==> src/hdl/mmpid_pkg.sv <==
// Package for the multi-motor PID speed controller.
// Holds sequencer states, datapath widths, register indexes and reset values.
// No dependencies.
package mmpid_pkg;

  // Default number of motor channels with their own PID state
  localparam int MOTOR_COUNT_DEF = 4;

  // Configuration port
  localparam int CFG_IDX_W  = 3;
  localparam int CFG_DATA_W = 32;

  typedef enum logic [CFG_IDX_W-1:0] {
    CFG_KP          = 3'd0,
    CFG_KI_DT       = 3'd1,
    CFG_KD_OVER_DT  = 3'd2,
    CFG_SPEED_SCALE = 3'd3,
    CFG_DUTY_FS     = 3'd4
  } cfg_reg_t;

  localparam logic [23:0] SPEED_SCALE_RST = 24'd1638400;
  localparam logic [7:0]  DUTY_FS_RST     = 8'd255;

  // Datapath widths
  localparam int MUL_A_W = 34;                 // count, error, speed diff or |duty|
  localparam int MUL_B_W = 25;                 // gain, scale, fs or 16-bit kd half
  localparam int PROD_W  = MUL_A_W + MUL_B_W;
  localparam int ERR_W   = 33;
  localparam int TMP_W   = 50;                 // low half product of the derivative
  localparam int ACC_W   = 52;                 // p + d accumulator
  localparam int DUTY_W  = ACC_W + 1;
  localparam int MAG_W   = 17;                 // |duty| up to 65536

  localparam logic signed [DUTY_W-1:0] DUTY_MAX = DUTY_W'(65536);
  localparam logic signed [DUTY_W-1:0] DUTY_MIN = -DUTY_W'(65536);

  typedef enum logic [3:0] {
    S_IDLE,
    S_RPS,
    S_ERR,
    S_P,
    S_I,
    S_DLO,
    S_DHI,
    S_SUM,
    S_SCL
  } state_t;

endpackage

==> src/hdl/multi_motor_pid_speed_control.sv <==
// Multi-motor PID speed controller, top level.
// Uses mmpid_pkg for states, widths, register indexes and reset values.
//
// Usage:
//  - Input channel (in_valid / in_stall): one beat carries a motor index, the
//    encoder count of one control period and a speed setpoint (Q12.16 rps).
//  - Result channel (out_valid / out_stall): one beat per input beat with the
//    echoed channel, forward and reverse PWM levels, the signed drive and the
//    measured speed (Q16.16 rps).
//  - Configuration: cfg_wr_en writes cfg_wdata to register cfg_index (0 kp,
//    1 ki_dt, 2 kd_over_dt, 3 speed_scale, 4 duty_full_scale); other indexes
//    are dropped. Write only while no beat is in flight.
//  - Sequencing: one shared 34x25 multiplier runs six passes per item (speed,
//    P, I, two halves of D, PWM scaling) plus error and sum/clamp steps; the
//    result is loaded into the output register from the scaling step, and the
//    next beat is accepted once the sequencer is back in idle.
//  - in_stall is high while the sequencer works on an item. A finished result
//    waits in the output register; a new beat is accepted meanwhile, and the
//    sequencer holds in its last step while the previous result is stalled.
//  - Synchronous reset clears gains, the per-motor integral and previous
//    speed of every channel, and the output valid.
//  - Channels at or beyond MOTOR_COUNT compute from zero state and leave all
//    state untouched.
module multi_motor_pid_speed_control #(
  parameter int MOTOR_COUNT = mmpid_pkg::MOTOR_COUNT_DEF
) (
  input  logic                                clk,
  input  logic                                rst_n,
  // configuration
  input  logic                                cfg_wr_en,
  input  logic [mmpid_pkg::CFG_IDX_W-1:0]     cfg_index,
  input  logic [mmpid_pkg::CFG_DATA_W-1:0]    cfg_wdata,
  // input channel
  input  logic                                in_valid,
  output logic                                in_stall,
  input  logic [1:0]                          in_motor_index,
  input  logic signed [15:0]                  in_encoder_count,
  input  logic signed [27:0]                  in_target_speed,
  // result channel
  output logic                                out_valid,
  input  logic                                out_stall,
  output logic [1:0]                          out_motor_channel,
  output logic [7:0]                          out_forward_level,
  output logic [7:0]                          out_reverse_level,
  output logic signed [8:0]                   out_signed_drive,
  output logic signed [31:0]                  out_measured_speed
);

  localparam int IDX_W   = (MOTOR_COUNT > 1) ? $clog2(MOTOR_COUNT) : 1;
  localparam int MUL_A_W = mmpid_pkg::MUL_A_W;
  localparam int MUL_B_W = mmpid_pkg::MUL_B_W;
  localparam int PROD_W  = mmpid_pkg::PROD_W;
  localparam int ERR_W   = mmpid_pkg::ERR_W;
  localparam int TMP_W   = mmpid_pkg::TMP_W;
  localparam int ACC_W   = mmpid_pkg::ACC_W;
  localparam int DUTY_W  = mmpid_pkg::DUTY_W;
  localparam int MAG_W   = mmpid_pkg::MAG_W;

  // ---------------------------------------------------------------------------
  // Configuration registers
  // ---------------------------------------------------------------------------
  logic signed [23:0] kp_r;
  logic signed [23:0] ki_r;
  logic signed [31:0] kd_r;
  logic [23:0]        scale_r;
  logic [7:0]         fs_r;

  always_ff @(posedge clk) begin
    if (!rst_n) begin
      kp_r    <= '0;
      ki_r    <= '0;
      kd_r    <= '0;
      scale_r <= mmpid_pkg::SPEED_SCALE_RST;
      fs_r    <= mmpid_pkg::DUTY_FS_RST;
    end else if (cfg_wr_en) begin
      case (cfg_index)
        mmpid_pkg::CFG_KP:          kp_r    <= cfg_wdata[23:0];
        mmpid_pkg::CFG_KI_DT:       ki_r    <= cfg_wdata[23:0];
        mmpid_pkg::CFG_KD_OVER_DT:  kd_r    <= cfg_wdata[31:0];
        mmpid_pkg::CFG_SPEED_SCALE: scale_r <= cfg_wdata[23:0];
        mmpid_pkg::CFG_DUTY_FS:     fs_r    <= cfg_wdata[7:0];
        default: ;  // drop writes beyond the register list
      endcase
    end
  end

  // ---------------------------------------------------------------------------
  // Sequencer
  // ---------------------------------------------------------------------------
  mmpid_pkg::state_t state_r, state_nxt;
  logic              out_valid_r;

  logic in_fire;
  logic out_free;

  assign in_stall = (state_r != mmpid_pkg::S_IDLE);
  assign in_fire  = in_valid && !in_stall;
  // output register can take a new result this cycle
  assign out_free = !out_valid_r || !out_stall;

  always_comb begin
    state_nxt = state_r;
    case (state_r)
      mmpid_pkg::S_IDLE: if (in_fire) state_nxt = mmpid_pkg::S_RPS;
      mmpid_pkg::S_RPS:  state_nxt = mmpid_pkg::S_ERR;
      mmpid_pkg::S_ERR:  state_nxt = mmpid_pkg::S_P;
      mmpid_pkg::S_P:    state_nxt = mmpid_pkg::S_I;
      mmpid_pkg::S_I:    state_nxt = mmpid_pkg::S_DLO;
      mmpid_pkg::S_DLO:  state_nxt = mmpid_pkg::S_DHI;
      mmpid_pkg::S_DHI:  state_nxt = mmpid_pkg::S_SUM;
      mmpid_pkg::S_SUM:  state_nxt = mmpid_pkg::S_SCL;
      mmpid_pkg::S_SCL:  if (out_free) state_nxt = mmpid_pkg::S_IDLE;
      default:           state_nxt = mmpid_pkg::S_IDLE;
    endcase
  end

  always_ff @(posedge clk) begin
    if (!rst_n) begin
      state_r <= mmpid_pkg::S_IDLE;
    end else begin
      state_r <= state_nxt;
    end
  end

  // ---------------------------------------------------------------------------
  // Item registers and per-motor state
  // ---------------------------------------------------------------------------
  logic [1:0]                ch_r;
  logic                      ch_ok_r;     // channel owns state
  logic [IDX_W-1:0]          idx_r;
  logic signed [15:0]        cnt_r;
  logic signed [27:0]        tgt_r;
  logic signed [31:0]        integ_r;
  logic signed [31:0]        prev_r;
  logic signed [31:0]        rps_r;
  logic signed [ERR_W-1:0]   err_r;
  logic signed [ERR_W-1:0]   dif_r;
  logic signed [ACC_W-1:0]   acc_r;
  logic signed [TMP_W-1:0]   tmp_r;
  logic [MAG_W-1:0]          mag_r;
  logic                      neg_r;

  logic signed [31:0] integ_mem_r [MOTOR_COUNT];
  logic signed [31:0] prev_mem_r  [MOTOR_COUNT];

  logic             in_ok;
  logic [IDX_W-1:0] in_idx;

  assign in_ok  = (32'(in_motor_index) < MOTOR_COUNT);
  assign in_idx = IDX_W'(in_motor_index);

  // ---------------------------------------------------------------------------
  // Shared multiplier and its operand select
  // ---------------------------------------------------------------------------
  logic signed [MUL_A_W-1:0] mul_a;
  logic signed [MUL_B_W-1:0] mul_b;
  logic signed [PROD_W-1:0]  prod;

  always_comb begin
    mul_a = '0;
    mul_b = '0;
    case (state_r)
      mmpid_pkg::S_RPS: begin
        mul_a = {{(MUL_A_W-16){cnt_r[15]}}, cnt_r};
        mul_b = {{(MUL_B_W-24){1'b0}}, scale_r};
      end
      mmpid_pkg::S_P: begin
        mul_a = {{(MUL_A_W-ERR_W){err_r[ERR_W-1]}}, err_r};
        mul_b = {{(MUL_B_W-24){kp_r[23]}}, kp_r};
      end
      mmpid_pkg::S_I: begin
        mul_a = {{(MUL_A_W-ERR_W){err_r[ERR_W-1]}}, err_r};
        mul_b = {{(MUL_B_W-24){ki_r[23]}}, ki_r};
      end
      mmpid_pkg::S_DLO: begin
        // low half of kd taken as unsigned
        mul_a = {{(MUL_A_W-ERR_W){dif_r[ERR_W-1]}}, dif_r};
        mul_b = {{(MUL_B_W-16){1'b0}}, kd_r[15:0]};
      end
      mmpid_pkg::S_DHI: begin
        mul_a = {{(MUL_A_W-ERR_W){dif_r[ERR_W-1]}}, dif_r};
        mul_b = {{(MUL_B_W-16){kd_r[31]}}, kd_r[31:16]};
      end
      mmpid_pkg::S_SCL: begin
        mul_a = {{(MUL_A_W-MAG_W){1'b0}}, mag_r};
        mul_b = {{(MUL_B_W-8){1'b0}}, fs_r};
      end
      default: begin
        mul_a = '0;
        mul_b = '0;
      end
    endcase
  end

  assign prod = mul_a * mul_b;

  // ---------------------------------------------------------------------------
  // Per-step arithmetic around the multiplier
  // ---------------------------------------------------------------------------
  logic signed [43:0]       isum;       // integral plus increment, before saturation
  logic signed [31:0]       isat;
  logic signed [ACC_W-1:0]  p_term;
  logic signed [ACC_W-1:0]  d_acc;
  logic signed [DUTY_W-1:0] duty;
  logic signed [DUTY_W-1:0] duty_neg;
  logic [MAG_W-1:0]         mag_nxt;
  logic                     neg_nxt;
  logic [7:0]               drv;

  always_comb begin
    isum = {{12{integ_r[31]}}, integ_r} + {prod[PROD_W-1], prod[PROD_W-1:16]};
    if (isum[43:31] != {13{isum[43]}}) begin
      // saturate toward the sign of the sum
      isat = isum[43] ? 32'sh8000_0000 : 32'sh7FFF_FFFF;
    end else begin
      isat = isum[31:0];
    end

    p_term = {{(ACC_W-(PROD_W-16)){prod[PROD_W-1]}}, prod[PROD_W-1:16]};

    // d = kd_hi*dif + floor(kd_lo*dif / 2^16), added to p
    d_acc = acc_r + prod[ACC_W-1:0]
          + {{(ACC_W-(TMP_W-16)){tmp_r[TMP_W-1]}}, tmp_r[TMP_W-1:16]};

    duty     = {acc_r[ACC_W-1], acc_r} + {{(DUTY_W-32){integ_r[31]}}, integ_r};
    duty_neg = -duty;
    if (duty > mmpid_pkg::DUTY_MAX) begin
      mag_nxt = MAG_W'(65536);
      neg_nxt = 1'b0;
    end else if (duty < mmpid_pkg::DUTY_MIN) begin
      mag_nxt = MAG_W'(65536);
      neg_nxt = 1'b1;
    end else begin
      neg_nxt = duty[DUTY_W-1];
      mag_nxt = neg_nxt ? duty_neg[MAG_W-1:0] : duty[MAG_W-1:0];
    end

    drv = prod[23:16];
  end

  always_ff @(posedge clk) begin
    case (state_r)
      mmpid_pkg::S_IDLE: begin
        if (in_fire) begin
          ch_r    <= in_motor_index;
          ch_ok_r <= in_ok;
          idx_r   <= in_idx;
          cnt_r   <= in_encoder_count;
          tgt_r   <= in_target_speed;
          integ_r <= in_ok ? integ_mem_r[in_idx] : 32'sd0;
          prev_r  <= in_ok ? prev_mem_r[in_idx] : 32'sd0;
        end
      end
      mmpid_pkg::S_RPS: rps_r <= prod[39:8];
      mmpid_pkg::S_ERR: begin
        err_r <= {{(ERR_W-28){tgt_r[27]}}, tgt_r} - {rps_r[31], rps_r};
        dif_r <= {rps_r[31], rps_r} - {prev_r[31], prev_r};
      end
      mmpid_pkg::S_P:   acc_r   <= p_term;
      mmpid_pkg::S_I:   integ_r <= isat;
      mmpid_pkg::S_DLO: tmp_r   <= prod[TMP_W-1:0];
      mmpid_pkg::S_DHI: acc_r   <= d_acc;
      mmpid_pkg::S_SUM: begin
        mag_r <= mag_nxt;
        neg_r <= neg_nxt;
      end
      default: ;
    endcase
  end

  // Write back integral and speed once both are final
  always_ff @(posedge clk) begin
    if (!rst_n) begin
      for (int i = 0; i < MOTOR_COUNT; i++) begin
        integ_mem_r[i] <= '0;
        prev_mem_r[i]  <= '0;
      end
    end else if (state_r == mmpid_pkg::S_SUM && ch_ok_r) begin
      integ_mem_r[idx_r] <= integ_r;
      prev_mem_r[idx_r]  <= rps_r;
    end
  end

  // ---------------------------------------------------------------------------
  // Output register
  // ---------------------------------------------------------------------------
  logic [1:0]         out_ch_r;
  logic [7:0]         out_fwd_r;
  logic [7:0]         out_rev_r;
  logic signed [8:0]  out_drive_r;
  logic signed [31:0] out_speed_r;
  logic               out_load;

  assign out_load = (state_r == mmpid_pkg::S_SCL) && out_free;

  always_ff @(posedge clk) begin
    if (!rst_n) begin
      out_valid_r <= 1'b0;
    end else if (out_load) begin
      out_valid_r <= 1'b1;
    end else if (!out_stall) begin
      out_valid_r <= 1'b0;
    end
  end

  always_ff @(posedge clk) begin
    if (out_load) begin
      out_ch_r    <= ch_r;
      out_fwd_r   <= neg_r ? 8'd0 : drv;
      out_rev_r   <= neg_r ? drv : 8'd0;
      out_drive_r <= neg_r ? -$signed({1'b0, drv}) : $signed({1'b0, drv});
      out_speed_r <= rps_r;
    end
  end

  assign out_valid          = out_valid_r;
  assign out_motor_channel  = out_ch_r;
  assign out_forward_level  = out_fwd_r;
  assign out_reverse_level  = out_rev_r;
  assign out_signed_drive   = out_drive_r;
  assign out_measured_speed = out_speed_r;

  // ---------------------------------------------------------------------------
  // Assertions
  // ---------------------------------------------------------------------------
  a_accept_starts: assert property (@(posedge clk) disable iff (!rst_n)
    in_fire |=> state_r == mmpid_pkg::S_RPS)
    else $error("accepted beat did not start the sequencer");

  a_result_from_last_step: assert property (@(posedge clk) disable iff (!rst_n)
    $rose(out_valid_r) |-> $past(state_r) == mmpid_pkg::S_SCL)
    else $error("result appeared outside the scaling step");

  a_one_side_driven: assert property (@(posedge clk) disable iff (!rst_n)
    out_valid_r |-> (out_fwd_r == 8'd0 || out_rev_r == 8'd0))
    else $error("both bridge inputs driven");

  a_drive_within_scale: assert property (@(posedge clk) disable iff (!rst_n)
    out_valid_r |-> (out_fwd_r <= fs_r && out_rev_r <= fs_r))
    else $error("drive level beyond full scale");

  a_clamp_bound: assert property (@(posedge clk) disable iff (!rst_n)
    state_r == mmpid_pkg::S_SCL |-> mag_r <= MAG_W'(65536))
    else $error("duty magnitude beyond clamp");

endmodule

==> config.mk <==
export PLATFORM = sky130hd
export DESIGN_NAME = multi_motor_pid_speed_control
export DESIGN_NICKNAME = d
export VERILOG_FILES = /design/src/hdl/mmpid_pkg.sv /design/src/hdl/multi_motor_pid_speed_control.sv
export SDC_FILE = /design/constraint.sdc
export NUM_CORES = 2
export LEC_CHECK = 0
export BUFFER_PORTS_ARGS = -buffer_cell sky130_fd_sc_hd__buf_2
export CAP_MARGIN = 20
export CORE_AREA = 2 2 347 349
export DETAILED_ROUTE_END_ITERATION = 10
export DIE_AREA = 0 0 349 351
export PLACE_DENSITY = 0.8
export SYNTH_ARGS = -nofsm -noshare
export SYNTH_HDL_FRONTEND = slang
export SYNTH_SLANG_ARGS = --single-unit
==> constraint.sdc <==
create_clock -name clk -period 14.85 [get_ports clk]
set_input_delay 1.485 -clock clk [delete_from_list [all_inputs] [get_ports clk]]
set_output_delay 1.485 -clock clk [all_outputs]
set_load 0.02 [all_outputs]
## Yosys cells after proc, flatten, opt, wreduce, memory -nomap -nowiden

Memories as Yosys holds them, arrays and structs flattened. A register that Yosys moved wholly into a read port is not among the register bits.
Index checks and enable logic that the tools add are counted.

| operators by class | value |
|---|---|
| $add $sub $neg | 8 |
| multipliers | 1 |
| magnitude comparators | 2 |
| equality and inequality tests | 16 |
| mux-type cells | 25 |
| reduce and logical (&&, ||, !) cells | 24 |

Operators with widths:

| kind | count |
|---|---|
| $mux W32 | 5 |
| $pmux W25 S6 | 1 |
| $pmux W34 S4 | 1 |
| $add A52 B52 Y52 | 2 |
| $pmux W52 S2 | 1 |
| $pmux W32 S2 | 1 |
| $reduce_or A32 Y1 | 2 |
| $mul A34 B25 Y59 | 1 |
| $add A52 B32 Y53 | 1 |
| $gt A53 B18 Y1 const B | 1 |
| $lt A53 B17 Y1 const B | 1 |
| $add A32 B43 Y44 | 1 |
| $pmux W4 S9 | 1 |
| $sub A28 B32 Y33 | 1 |
| $sub A32 B32 Y33 | 1 |
| $mux W17 | 1 |
| $neg A17 Y17 | 1 |
| $eq A4 B3 Y1 const B | 4 |
| $reduce_and A2 Y1 | 8 |
| $ne A12 B12 Y1 | 1 |
| $mux W1 | 9 |
| $neg A8 Y9 | 1 |
| $eq A4 B2 Y1 const B | 2 |
| $mux W4 | 2 |
| 17 further kinds | 26 |

| storage, ports and cells | value |
|---|---|
| register bits after elaboration | 472 |
| memory bits (writable) | 256 |
| memories kept | 2 |

Memories:

| memory | depth | width | read ports | clocked after Yosys merged registers in | write ports | line | source |
|---|---|---|---|---|---|---|---|
| integ_mem_r | 4 | 32 | 1 | 0 | 4 | multi_motor_pid_speed_control.sv:143 | `logic signed [31:0] integ_mem_r [MOTOR_COUNT];` |
| prev_mem_r | 4 | 32 | 1 | 1 | 4 | multi_motor_pid_speed_control.sv:144 | `logic signed [31:0] prev_mem_r [MOTOR_COUNT];` |

## Depth between registers and ports, before layout

| logic depth | value |
|---|---|
| depth in word-level cells | 8 |
| mapped depth | 53 |
| gate-level depth less buffers | 47 |

## Least setup slack after synthesis

Ideal clock, no wire load.

| timing | value |
|---|---|
| kind | reg-to-reg |
| start point | reg state_r[1] |
| end point | reg integ_r[3] (data pin) |
| setup time | 0.141 ns |
| data arrival time | 12.414 ns |
| data required time | 14.709 ns |
| setup slack | 2.296 ns |
| stages on the path, launching flop included | 49 |
| cells stage by stage | dfxtp_1 nand2b_1 nor3_1 clkbuf_1 clkbuf_1 a22oi_1 nand3_1 clkbuf_1 nand2_1 fa_1 inv_1 fa_1 inv_1 fa_1 fa_1 inv_1 fa_1 fa_1 (+13 left out) a21o_1 a21oi_1 xor2_1 inv_1 ha_1 clkbuf_1 a21o_1 a21o_1 a21oi_1 o211ai_1 a2111o_1 a2111oi_1 nand4_1 or4_4 o22ai_4 buf_6 o21ai_2 a21oi_2 |

| on the way | value |
|---|---|
| longest elaborated chain between the ends | 8 |
| elaborated cells on any way between the ends | 17 |
| those cells by class | add/sub: 1; mul: 1; eq/ne: 7; mux: 5; reduce/logical: 3 |

RTL lines:

| item | line | source |
|---|---|---|
| start: declaration | multi_motor_pid_speed_control.sv:90 | `mmpid_pkg::state_t state_r, state_nxt;` |
| start signal: assignment | multi_motor_pid_speed_control.sv:119 | `state_r <= mmpid_pkg::S_IDLE;` |
| start signal: assignment | multi_motor_pid_speed_control.sv:121 | `state_r <= state_nxt;` |
| $eq A4 B3 Y1 / $eq A4 B2 Y1 (equally long branches) | multi_motor_pid_speed_control.sv:162 | `case (state_r)` |
| $reduce_or A2 Y1 (no source line) | - |  |
| $pmux W34 S4 | multi_motor_pid_speed_control.sv:162 |  |
| $mul A34 B25 Y59 * | multi_motor_pid_speed_control.sv:195 | `assign prod = mul_a * mul_b;` |
| named net prod[49] | multi_motor_pid_speed_control.sv:157 | `logic signed [PROD_W-1:0] prod;` |
| $add A32 B43 Y44 * | multi_motor_pid_speed_control.sv:211 | `isum = {{12{integ_r[31]}}, integ_r} + {prod[PROD_W-1], prod[PROD_W-1:16]};` |
| $ne A12 B12 Y1 / $mux W32 (equally long branches) | multi_motor_pid_speed_control.sv:212, multi_motor_pid_speed_control.sv:214 |  |
| $mux W32 * | multi_motor_pid_speed_control.sv:212 | `if (isum[43:31] != {13{isum[43]}}) begin` |
| $pmux W32 S2 * | multi_motor_pid_speed_control.sv:242 | `case (state_r)` |
| end signal: assignment | multi_motor_pid_speed_control.sv:250 | `integ_r <= in_ok ? integ_mem_r[in_idx] : 32'sd0;` |
| end signal: assignment | multi_motor_pid_speed_control.sv:260 | `mmpid_pkg::S_I: integ_r <= isat;` |
| end: declaration | multi_motor_pid_speed_control.sv:133 | `logic signed [31:0] integ_r;` |

Mark *: on every way through the listed nets, which the timed path passes. The rest lies on a longest branch.
A chain may end at the register's enable or synchronous reset.

## Worst setup path in the final report

| timing | value |
|---|---|
| start point | reg state_r[2] |
| end point | reg integ_r[23] (data pin) |

The elaborated chain is that of the path after synthesis.

==> results.py <==
metrics = {
    "final_layout": {
        "fillers": 9200,
        "drive_above_1_share_pct": 7.61,
        "area_growth_pct": 7.29,
        "fin_nets": 8587,
    },
    "setup_path": {
        "critPathMaxFanout": 31,
        "r2r.worst_path.cells": 48,
        "path_buf_inv": 8,
        "slowest_delay_ns": 0.73,
        "crit_required_ns": 15.36,
        "crit_family": "adder cells",
        "cp.depth": 48,
        "cp.arrival_ns": 14.54,
        "worst-setup-path-type": "flop to flop",
        "critPathCaptureType": "flop",
        "start_kind": "flop",
        "worst_path_max_delay_cell": "nor2_4",
    },
    "sta": {
        "final_min_period_over_clock_period_pct": 94.4,
        "setup_viol": 0,
        "hold_viol": 0,
        "skew_ns": 0.0270,
        "fmax_mhz": 71.3,
        "post-route-min-period_ns": 14.02,
        "rsz0062_at_grt": "no",
        "fin_hold_ws_ns": 0.468,
        "slew-limit-headroom_pct": 20.1,
        "tns_ns": 0,
        "max_slew.worst_pin.slew_ns": 1.20,
        "drv_slew": 0,
    },
    "job": {
        "max_cap_violations": 0,
    },
    "synthesis": {
        "synth_flop_cell": "edfxtp_1",
        "post_synth.cell_area_avg_um2": 9.87,
        "synth_area_leader_cell": "edfxtp_1",
        "synth_most_common_cell": "inv_1",
        "syn_inst": 7180,
        "async_flop_share_pct": 0,
        "syn_area_um2": 70800,
        "synth_top_area_share_pct": 26.6,
        "synth_edf_count": 627,
        "yosysSeqAreaShare_pct": 29.9,
        "ys_top_cells_by_count": "1218 x inv_1, 928 x nand2_1, 905 x fa_1",
        "ys_ff_latch": 744,
        "syn-num-nets": 8545,
        "yosys.cell_types.count": 96,
        "netlist_top_cells_area": "edfxtp_1 27%, fa_1 26%, ha_1 6.6%",
        "ys_warn_count": 0,
    },
    "clock_network": {
        "cts_buffers": 76,
        "htreeDepth": 3,
        "root_buffer": "clkbuf_16",
        "cts_tree": "done",
        "cts_setup_buffers": 0,
        "clkTransAtPathRegs_ns": 0.06,
        "ctsHoldBuffers": 0,
        "insertion_delay_ns": 0.66,
        "post_cts_resized": 0,
        "cts.sinks": 744,
        "clockBufferDepth": 3,
    },
    "route": {
        "drt_iter0_markers": 6435,
        "viasPerCell": 6.20,
        "wirelength_um": 217000,
        "wl_per_cell_um": 24.6,
        "drt_drc_violations_left": 0,
        "first_pass_iters": 7,
        "ant_nets": 0,
        "vias": 54800,
    },
    "pwr": {
        "p_switching_mw": 2.48,
        "power_density_nw_per_um2": 89.2,
        "ir_worst_vdd_mv": 0.0890,
        "leakage_nw": 34.5,
        "p_seq_share_pct": 37.5,
        "pwr-share-clk_pct": 28.9,
        "netSwitchingFraction_pct": 36.5,
        "internal_power_mw": 4.31,
        "combPwrFrac_pct": 33.6,
    },
    "grt": {
        "gr-usage-all-layers_pct": 36.0,
        "antenna_found_initial": 7,
        "grt_max_degree": 117,
        "grt_overflow_total": 0,
        "grt_pass1_vias": 55200,
        "grt_pass1_wl_um": 332000,
    },
    "die": {
        "coreArea_um2": 119000,
        "ios": 147,
        "row_count": 127,
        "die_x_um": 349,
        "die-area_um2": 122000,
        "initial_utilization_pct": 59.5,
        "floorplan.die.height_um": 351,
    },
    "outcome": {
        "status": "completed",
    },
    "placed_design": {
        "dp_hpwl_um": 167000,
        "gp_congestion": 1.02,
        "io_buffers": 146,
    },
    "min_path": {
        "hp-class": "flop to flop",
        "worstHoldPathCells": 2,
    },
}
## tightest hold or removal path: stages (launching register included)
cell,delay (ns)
dfxtp_1,0.31
nand2_1,0.05
a21boi_0,0.06
## routing by layer
layer,global-route usage (%),wire [um],vias to the layer above
li1,-,-,23500
met1,46.3,78000,27100
met2,56.8,98900,3508
met3,8.77,26500,758
met4,18.9,13900,4
met5,0,30,-
## power by group through the flow
stage	Clock, mW	Sequential [mW]	Combinational, mW
floorplan	0	2.52	1.50
global placement	0	2.58	2.15
detailed placement	0	2.58	2.19
CTS	1.96	2.54	2.22
global route	2.04	2.54	2.43
finish	1.96	2.54	2.28
## state kept, by name (all words and copies together) (netlist names), 33 cells and up
signal	cells
tmp_r	34
dif_r	33
integ_mem_r	128
err_r	33
acc_r	52
prev_mem_r	128
## cells in the final DEF (no fill, tap or decap), types with 124 or more instances in the layout
cell type,netlist,final
inv_1,1218,1218
nand2_1,928,926
fa_1,905,905
edfxtp_1,627,627
nor2_1,599,595
ha_1,374,374
a21oi_1,269,268
and2_1,191,191
xnor2_1,180,180
o21ai_0,159,159
buf_2,6,144
a21o_1,139,139
buf_4,0,124
## path summary, 6_finish.rpt
check,start,endpoint,slack [ns]
min reg2reg,kp_r[16],kp_r[16],0.47
min,kp_r[16],kp_r[16],0.47
max,state_r[2],integ_r[23],0.83
max reg2reg,state_r[2],integ_r[23],0.83
## cell type report
| cell class | instances | area (um^2) | area share [%] |
|---|---|---|---|
| Clock buffer | 88 | 2050 | 2.70 |
| Multi-Input combinational cell | 4908 | 44100 | 58.0 |
| Inverter | 1220 | 4580 | 6.02 |
| Sequential cell | 744 | 21200 | 27.9 |
| Timing Repair Buffer | 272 | 1740 | 2.29 |
| Antenna cell | 5 | 12.5 | 0.0165 |
| Clock inverter | 47 | 449 | 0.591 |
| Tap cell | 1548 | 1940 | 2.55 |
## through the flow
stage,power [mW],utilization [%],std cells,setup slack (ns),cell area (um^2)
floorplan,4.01,-,7180,2.30,70800
global placement,4.73,61.7,8690,1.35,73500
detailed placement,4.77,61.7,8690,1.12,73500
CTS,6.72,63.8,8825,1.03,76000
global route,7.01,63.9,8829,0.104,76000
finish,6.78,63.9,8832,0.826,76000
## kinds of logic after synthesis
logic type / share of synthesized area, %
and+or+nand+nor: 14.4
buffers and inverters: 8.15
adders and majority gates: 32.2
AOI/OAI and AO/OA: 9.94
DFF: 29.9
xor gates and xnor gates: 3.31
muxes: 2.14
Power figures use the tool's default switching activity.
